File: config.mk
export PLATFORM = sky130hd
export DESIGN_NAME = padded_text_to_integer_parser
export DESIGN_NICKNAME = d
export VERILOG_FILES = /design/src/rtl/core/ptip_pkg.sv /design/src/rtl/core/ptip_cfg.sv /design/src/rtl/core/ptip_step.sv /design/src/rtl/core/padded_text_to_integer_parser.sv
export SDC_FILE = /design/constraint.sdc
export NUM_CORES = 1
export LEC_CHECK = 0
export ABC_AREA = 1
export CELL_PAD_IN_SITES_DETAIL_PLACEMENT = 0
export CELL_PAD_IN_SITES_GLOBAL_PLACEMENT = 1
export CORE_ASPECT_RATIO = 0.9
export CORE_MARGIN = 2
export CORE_UTILIZATION = 45
export DETAILED_ROUTE_END_ITERATION = 12
export DONT_BUFFER_PORTS = 1
export GPL_TIMING_DRIVEN = 0
export HOLD_SLACK_MARGIN = 0.08
export PLACE_DENSITY = 0.91
export SYNTH_ARGS = -nofsm -noshare
export SYNTH_HDL_FRONTEND = slang
export SYNTH_SLANG_ARGS = --single-unit
File: constraint.sdc
create_clock -name clk -period 5.46 [get_ports clk]
set_clock_uncertainty 0.05 [all_clocks]
set_input_delay 0.273 -clock clk [delete_from_list [all_inputs] [get_ports clk]]
set_output_delay 0.273 -clock clk [all_outputs]
set_load 0.005 [all_outputs]
File: src/rtl/core/ptip_pkg.sv
// Shared types, register codes and character constants for the text-to-integer parser.
package ptip_pkg;

	// Count limit of the consumed field; it saturates at the smaller of this and 255.
	localparam int unsigned MAX_COUNT = 255;
	localparam logic [7:0] CountLimit = (MAX_COUNT < 255) ? 8'(MAX_COUNT) : 8'd255;

	// Configuration register indexes.
	localparam int unsigned CfgIndexWidth = 3;
	localparam logic [CfgIndexWidth-1:0] RegRadix      = 3'd0;
	localparam logic [CfgIndexWidth-1:0] RegFillChar   = 3'd1;
	localparam logic [CfgIndexWidth-1:0] RegFillMode   = 3'd2;
	localparam logic [CfgIndexWidth-1:0] RegMinusChar  = 3'd3;
	localparam logic [CfgIndexWidth-1:0] RegPlusChar   = 3'd4;
	localparam logic [CfgIndexWidth-1:0] RegLetterCase = 3'd5;

	// Fill mode codes.
	localparam logic [1:0] FillLead  = 2'd0;
	localparam logic [1:0] FillTrail = 2'd1;
	localparam logic [1:0] FillInner = 2'd2;

	// Letter case codes.
	localparam logic [1:0] CaseEither = 2'd0;
	localparam logic [1:0] CaseUpper  = 2'd1;
	localparam logic [1:0] CaseLower  = 2'd2;

	// Character constants.
	localparam logic [7:0] ChDigit0   = 8'd48;
	localparam logic [7:0] ChDigit9   = 8'd57;
	localparam logic [7:0] ChUpperA   = 8'd65;
	localparam logic [7:0] ChUpperZ   = 8'd90;
	localparam logic [7:0] ChLowerA   = 8'd97;
	localparam logic [7:0] ChLowerZ   = 8'd122;
	localparam logic [7:0] UpperShift = 8'd55;
	localparam logic [7:0] LowerShift = 8'd87;
	localparam logic [5:0] MaxRadix   = 6'd36;

	// Reset values of the registers.
	localparam logic [5:0] RadixReset = 6'd10;
	localparam logic [7:0] MinusReset = 8'd45;
	localparam logic [7:0] PlusReset  = 8'd43;

	typedef enum logic [2:0] {
		PH_LEAD   = 3'd0,
		PH_SIGN   = 3'd1,
		PH_INNER  = 3'd2,
		PH_DIGITS = 3'd3,
		PH_DONE   = 3'd4
	} phase_t;

	typedef struct packed {
		logic [7:0] ch;
		logic       first;
	} in_item_t;

	typedef struct packed {
		logic [63:0] value;
		logic [7:0]  consumed;
	} out_item_t;

	typedef struct packed {
		logic [5:0] radix;
		logic [7:0] fill_char;
		logic [1:0] pad_mode;
		logic [7:0] minus_char;
		logic [7:0] plus_char;
		logic [1:0] letter_case;
	} cfg_t;

	typedef struct packed {
		phase_t      phase;
		logic        negative;
		logic [63:0] acc;
		logic [7:0]  count;
	} parse_state_t;

endpackage

File: src/rtl/core/ptip_cfg.sv
// Configuration register file of the text-to-integer parser.
module ptip_cfg (
	input  logic                                 clk,
	input  logic                                 arst_n,
	input  logic                                 cfg_valid,
	output logic                                 cfg_ready,
	input  logic [ptip_pkg::CfgIndexWidth-1:0]   cfg_index,
	input  logic [7:0]                           cfg_data,
	output ptip_pkg::cfg_t                       cfg
);
	import ptip_pkg::*;

	cfg_t cfg_q;

	assign cfg_ready = 1'b1;
	assign cfg       = cfg_q;

	always_ff @(posedge clk or negedge arst_n) begin
		if (!arst_n) begin
			cfg_q.radix       <= RadixReset;
			cfg_q.fill_char   <= 8'd0;
			cfg_q.pad_mode    <= FillLead;
			cfg_q.minus_char  <= MinusReset;
			cfg_q.plus_char   <= PlusReset;
			cfg_q.letter_case <= CaseEither;
		end else if (cfg_valid && cfg_ready) begin
			unique case (cfg_index)
				RegRadix:      cfg_q.radix       <= cfg_data[5:0];
				RegFillChar:   cfg_q.fill_char   <= cfg_data;
				RegFillMode:   cfg_q.pad_mode    <= cfg_data[1:0];
				RegMinusChar:  cfg_q.minus_char  <= cfg_data;
				RegPlusChar:   cfg_q.plus_char   <= cfg_data;
				RegLetterCase: cfg_q.letter_case <= cfg_data[1:0];
				default: ;
			endcase
		end
	end

endmodule

File: src/rtl/core/ptip_step.sv
// Combinational parse step: one character against the current parse state.
module ptip_step (
	input  ptip_pkg::parse_state_t cur,
	input  ptip_pkg::in_item_t     item,
	input  ptip_pkg::cfg_t         cfg,
	output ptip_pkg::parse_state_t nxt,
	output logic                   emit,
	output ptip_pkg::out_item_t    result
);
	import ptip_pkg::*;

	parse_state_t st;
	logic [7:0]   c;
	logic [5:0]   base;
	logic         lead_skip;
	logic         inner_skip;
	logic         upper_ok;
	logic         lower_ok;
	logic         is_digit;
	logic [7:0]   dval;
	logic         digit_ok;
	logic [7:0]   cnt_inc;
	logic [63:0]  product;
	logic         at_sign;
	logic         at_inner;

	always_comb begin
		// A first character restarts the parse before it is looked at.
		if (item.first) begin
			st.phase    = PH_LEAD;
			st.negative = 1'b0;
			st.acc      = 64'd0;
			st.count    = 8'd0;
		end else begin
			st = cur;
		end
	end

	assign c          = item.ch;
	assign base       = (cfg.radix > MaxRadix) ? MaxRadix : cfg.radix;
	assign lead_skip  = (cfg.fill_char != 8'd0) && (cfg.pad_mode == FillLead);
	assign inner_skip = (cfg.fill_char != 8'd0) && (cfg.pad_mode == FillInner);
	assign upper_ok   = (cfg.letter_case != CaseLower);
	assign lower_ok   = (cfg.letter_case != CaseUpper);

	always_comb begin
		is_digit = 1'b1;
		dval     = 8'd0;
		if (c >= ChDigit0 && c <= ChDigit9) begin
			dval = c - ChDigit0;
		end else if (upper_ok && c >= ChUpperA && c <= ChUpperZ) begin
			dval = c - UpperShift;
		end else if (lower_ok && c >= ChLowerA && c <= ChLowerZ) begin
			dval = c - LowerShift;
		end else begin
			is_digit = 1'b0;
		end
	end

	assign digit_ok = is_digit && (dval < {2'b00, base});
	assign cnt_inc  = (st.count < CountLimit) ? st.count + 8'd1 : st.count;
	assign product  = st.acc * {58'd0, base};
	assign at_sign  = (st.phase == PH_LEAD) || (st.phase == PH_SIGN);
	assign at_inner = at_sign || (st.phase == PH_INNER);

	always_comb begin
		nxt  = st;
		emit = 1'b0;
		if (st.phase == PH_LEAD && lead_skip && c == cfg.fill_char) begin
			nxt.count = cnt_inc;
		end else if (at_sign && cfg.minus_char != 8'd0 && c == cfg.minus_char) begin
			nxt.phase    = PH_INNER;
			nxt.negative = 1'b1;
			nxt.count    = cnt_inc;
		end else if (at_sign && cfg.plus_char != 8'd0 && c == cfg.plus_char) begin
			nxt.phase = PH_INNER;
			nxt.count = cnt_inc;
		end else if (at_inner && inner_skip && c == cfg.fill_char) begin
			nxt.phase = PH_INNER;
			nxt.count = cnt_inc;
		end else if (at_inner || st.phase == PH_DIGITS) begin
			if (digit_ok) begin
				nxt.phase = PH_DIGITS;
				nxt.acc   = product + {56'd0, dval};
				nxt.count = cnt_inc;
			end else begin
				nxt.phase = PH_DONE;
				emit      = 1'b1;
			end
		end
	end

	assign result.value    = st.negative ? (64'd0 - st.acc) : st.acc;
	assign result.consumed = st.count;

endmodule

File: src/rtl/core/padded_text_to_integer_parser.sv
// Top level of the streaming padded text-to-integer parser.
//
// Characters arrive one per beat on the input channel (in_valid, in_stall, in_data).
// A beat with first set starts a new string; an unfinished parse is dropped without
// a result. Optional fill, a sign, more fill and then digits in the configured radix
// are consumed; the first character that fits none of these ends the string and
// produces one result beat (value, consumed) on the output channel (out_valid,
// out_stall, out_data). Characters after that are ignored until the next first.
//
// A character taken into the input register is parsed from there; a terminating one
// loads the result register, which drives out_valid. Throughput is one character per
// cycle while in_stall is low; the multiply-by-radix and add into the 64-bit
// accumulator is combinational, between the input register and the result register.
//
// When the receiver stalls, the result register holds its beat. Characters that
// produce no result still flow through; only a terminating character waits in the
// input register, and in_stall is raised while it does.
// Configuration writes (cfg_valid, cfg_ready, cfg_index, cfg_data) are taken every
// cycle and belong between strings. Reset restores the register defaults (radix 10,
// no fill, '-' and '+' signs, either letter case) and empties both stages.
module padded_text_to_integer_parser (
	input  logic                               clk,
	input  logic                               arst_n,
	input  logic                               in_valid,
	output logic                               in_stall,
	input  ptip_pkg::in_item_t                 in_data,
	output logic                               out_valid,
	input  logic                               out_stall,
	output ptip_pkg::out_item_t                out_data,
	input  logic                               cfg_valid,
	output logic                               cfg_ready,
	input  logic [ptip_pkg::CfgIndexWidth-1:0] cfg_index,
	input  logic [7:0]                         cfg_data
);
	import ptip_pkg::*;

	cfg_t         cfg;
	logic         valid_s1;
	in_item_t     item_s1;
	parse_state_t state_q;
	parse_state_t state_nxt;
	logic         emit;
	out_item_t    result;
	logic         out_valid_q;
	out_item_t    out_item_q;
	logic         go;
	logic         accept;

	ptip_cfg u_cfg (
		.clk       (clk),
		.arst_n    (arst_n),
		.cfg_valid (cfg_valid),
		.cfg_ready (cfg_ready),
		.cfg_index (cfg_index),
		.cfg_data  (cfg_data),
		.cfg       (cfg)
	);

	ptip_step u_step (
		.cur    (state_q),
		.item   (item_s1),
		.cfg    (cfg),
		.nxt    (state_nxt),
		.emit   (emit),
		.result (result)
	);

	// The held character is parsed unless it would produce a result while the
	// result register still holds a beat that the receiver has not taken.
	assign go       = valid_s1 && (!emit || !out_valid_q || !out_stall);
	assign in_stall = valid_s1 && !go;
	assign accept   = in_valid && !in_stall;

	always_ff @(posedge clk or negedge arst_n) begin
		if (!arst_n) begin
			valid_s1 <= 1'b0;
		end else if (accept) begin
			valid_s1 <= 1'b1;
		end else if (go) begin
			valid_s1 <= 1'b0;
		end
	end

	always_ff @(posedge clk) begin
		if (accept) begin
			item_s1 <= in_data;
		end
	end

	// Parse state advances once per parsed character.
	always_ff @(posedge clk or negedge arst_n) begin
		if (!arst_n) begin
			state_q.phase    <= PH_LEAD;
			state_q.negative <= 1'b0;
			state_q.acc      <= 64'd0;
			state_q.count    <= 8'd0;
		end else if (go) begin
			state_q <= state_nxt;
		end
	end

	// Result register.
	always_ff @(posedge clk or negedge arst_n) begin
		if (!arst_n) begin
			out_valid_q <= 1'b0;
		end else if (go && emit) begin
			out_valid_q <= 1'b1;
		end else if (!out_stall) begin
			out_valid_q <= 1'b0;
		end
	end

	always_ff @(posedge clk) begin
		if (go && emit) begin
			out_item_q <= result;
		end
	end

	assign out_valid = out_valid_q;
	assign out_data  = out_item_q;

endmodule

==> impl_metrics.toml <==
[clocking]
cts_max_level = 4
path_clk_slew_ns = 0.09
cts_tree = "yes"
root_buffer = "clkbuf_16"
clockBufferDepth = 2
numClockSinks = 193
worstSkewPairLatency_ns = 0.50
cts_made_buffers = 17

[logic_synthesis]
synthMuxAreaShare_pct = 0.346
synth_cell_type_count = 50
synth_fa_ha_area_share_pct = 28.6
synth_flop_cell = "dfrtp_1"
synth_warnings = 0
synth_edf_count = 81
syn_inst = 3145
yosys.area_share.simple_pct = 27.6
yosysSeqAreaShare_pct = 22.7
synth_xor_area_share_pct = 2.95
syn_avg_cell_area_um2 = 7.36
synth_area_um2 = 23100
synth_top_family_by_area = "adder cells"
synth-async-reset-ratio_pct = 58.0
synth-compound-area-share_pct = 9.25
synth-seq-cells = 193
synth_nets = 3553

[sta]
tightest_slew_ns = 1.19
rsz0062_at_grt = "yes"
setup_violations = 19
finalCritPeriodShare_pct = 103
max_slew_margin_pct = 20.8
max_freq_mhz = 177
fin_setup_tns_ns = -1.12
slew_violations = 0
fin_ws_ns = -0.179
fin_crit_ns = 5.64
hold_violations = 0

[routing]
first_iter_violations = 2445
antenna_left = 0
route.detailed.drc = 0
routed_wirelength_mm = 83.8
avgViaCountPerCell = 5.68
vias = 22500
post_drt_wl_per_cell_um = 21.2
first_pass_iters = 6

[critical_path]
crit_slowest_cell = "fa_1"
crit_arrival_ns = 5.98
path_common_cell = "nor2_1"
required_ns = 5.81
critPathLaunchType = "flop"
crit_fanout = 10
worstSetupPathType = "reg2reg"
critPathMaxStageDelay_ns = 0.53
cp-end-kind = "flop"
crit_buf_inv = 4
critPathTopFamily = "adder cells"

[job]
drv_cap = 0

[floorplanning]
pin_count = 100
fp.coreArea_um2 = 50600
die_w_um = 243
start_util_pct = 45.8
die_area_um2 = 53200
rows = 78
die_y_um = 219

[layout]
final_cell_mix = "680 x nand2_1, 552 x nor2_1, 361 x inv_1"
layout.cells.most_common = "nand2_1"
drive_gt1_share_pct = 18.7
stdcell_count = 3956
post-route-util_pct = 55.7
area_delta_synth_final_pct = 21.7
nets = 3670
final_cell_area_um2 = 28200

[placed_design]
placed_cells_incl_taps = 3826
dp_slack_ns = -1.62
io_buffer_count = 0
place_area_um2 = 24000
dp_hpwl_mm = 62.2
place_congestion = 1.02

[global_routing]
gr-total-overflow = 0
grt_antenna_before_repair = 3
grtUsageMet3_pct = 7.06
met1_usage_pct = 43.2
grt_pass1_vias = 21500
top_usage_layer = "met2"
grt_max_degree = 113
grtUsageTotal_pct = 31.1
grt_util_met2_pct = 47.3
grt_pass1_wl_mm = 126

[power]
peakVddDrop_uv = 307
power_leakage_uw = 0.0130
p_per_area_nw_per_um2 = 314

[run_status]
status = "complete, but fails checks"
violations = "negative setup slack"

[min_path]
hold_class = "in2reg"
==> area by class of cell <==
cell class,count,area (um2)
clock inverters,15,213
repair inverters,1,5.00
multi-input cells,2459,18200
fillers,4742,22400
well taps,680,851
inverters,404,1580
plain buffers,88,694
clock buffers,17,425
repair buffers,98,897
flip-flops and latches,193,5250
diodes,1,2.50
==> tightest hold or removal path, delay by kind of cell <==
| kind | cells | cell delay, ns |
|---|---|---|
| AND/OR/NAND/NOR | 2 | 0.28 |
| AO/OA/AOI/OAI | 1 | 0.06 |
==> metrics by stage <==
stage               hold slack, ns  total power [uW]
CTS                          0.106              8250
finish                       0.111              8840
global placement           -0.0675              6230
floorplan                  -0.0726              4960
detailed placement         -0.0688              6270
global route                 0.148              9370
==> registers in the layout (all words and copies together), names as in the netlist <==
name and count:
u_cfg.cfg 34, state_q 76, out_valid 1, item_s1 9, out_data 72, valid_s1 1
==> timing repair <==
| action | 4_1_cts | 5_1_grt |
|---|---|---|
| hold endpoints to repair | 155 | 0 |
| resized for setup | 315 | 322 |
| hold buffers | 27 | 0 |
| gates cloned | 0 | 2 |
| setup endpoints to repair | 59 | 84 |
| buffers inserted | 27 | 42 |
| pin swaps | 68 | 87 |
==> power by group <==
group | switching [uW] | internal (uW) | total, uW | leakage, uW
registers | 268 | 1970 | 2240 | 0.00222
clock network | 761 | 643 | 1400 | 0.000307
logic | 3300 | 1900 | 5190 | 0.0105
total | 4330 | 4510 | 8840 | 0.0130
==> final timing paths <==
check	startpoint	end	depth (start not counted)	slack, ns
setup / recovery	item_s1[0]$_DFFE_PP_	state_q[70]$_DFFE_PN0P_	25	-0.18
hold / removal	cfg_index[0]	u_cfg.cfg[12]$_DFFE_PN1P_	3	0.11
setup reg to reg	item_s1[0]$_DFFE_PP_	state_q[70]$_DFFE_PN0P_	25	-0.18
hold reg to reg	state_q[57]$_DFFE_PN0P_	state_q[57]$_DFFE_PN0P_	2	0.44
max in group asynchronous	arst_n	state_q[37]$_DFFE_PN0P_	2	4.50
min in group asynchronous	arst_n	u_cfg.cfg[24]$_DFFE_PN0P_	2	0.33
==> cells by family (layout without fill, tap and decap cells) <==
family	count (synthesis)	in the layout
AOI/OAI and AO/OA	397	397
xor gates and xnor gates	78	78
adders and majority gates	383	383
buffers and inverters	493	623
DFF	193	193
muxes	8	8
other	1	2
and+or+nand+nor	1592	1592
==> layer usage <==
metal	share of wire (%)	vias up
met3	11	250
met2	43	1231
met5	0.11	-
met4	4.6	4
met1	41	10800
li1	-	10200
==> synthesized netlist by cell type, types with 10 or more instances <==
library cell | n | share of area (%)
nor3_1 | 28 | 0.61
nand2_2 | 16 | 0.43
nand4_1 | 36 | 0.97
xnor2_1 | 44 | 1.7
clkbuf_1 | 52 | 0.84
a21oi_1 | 121 | 2.6
buf_2 | 19 | 0.41
fa_1 | 242 | 21
inv_1 | 387 | 6.3
nor2_1 | 639 | 10
ha_1 | 141 | 7.6
a31oi_1 | 16 | 0.43
dfstp_2 | 10 | 1.1
nand3_1 | 100 | 2.2
dfrtp_1 | 102 | 11
xor2_1 | 34 | 1.3
nand2_1 | 736 | 12
nor4_1 | 11 | 0.30
o21ai_0 | 206 | 4.5
edfxtp_1 | 81 | 11
Note: power is estimated with default switching activity, not from simulation.
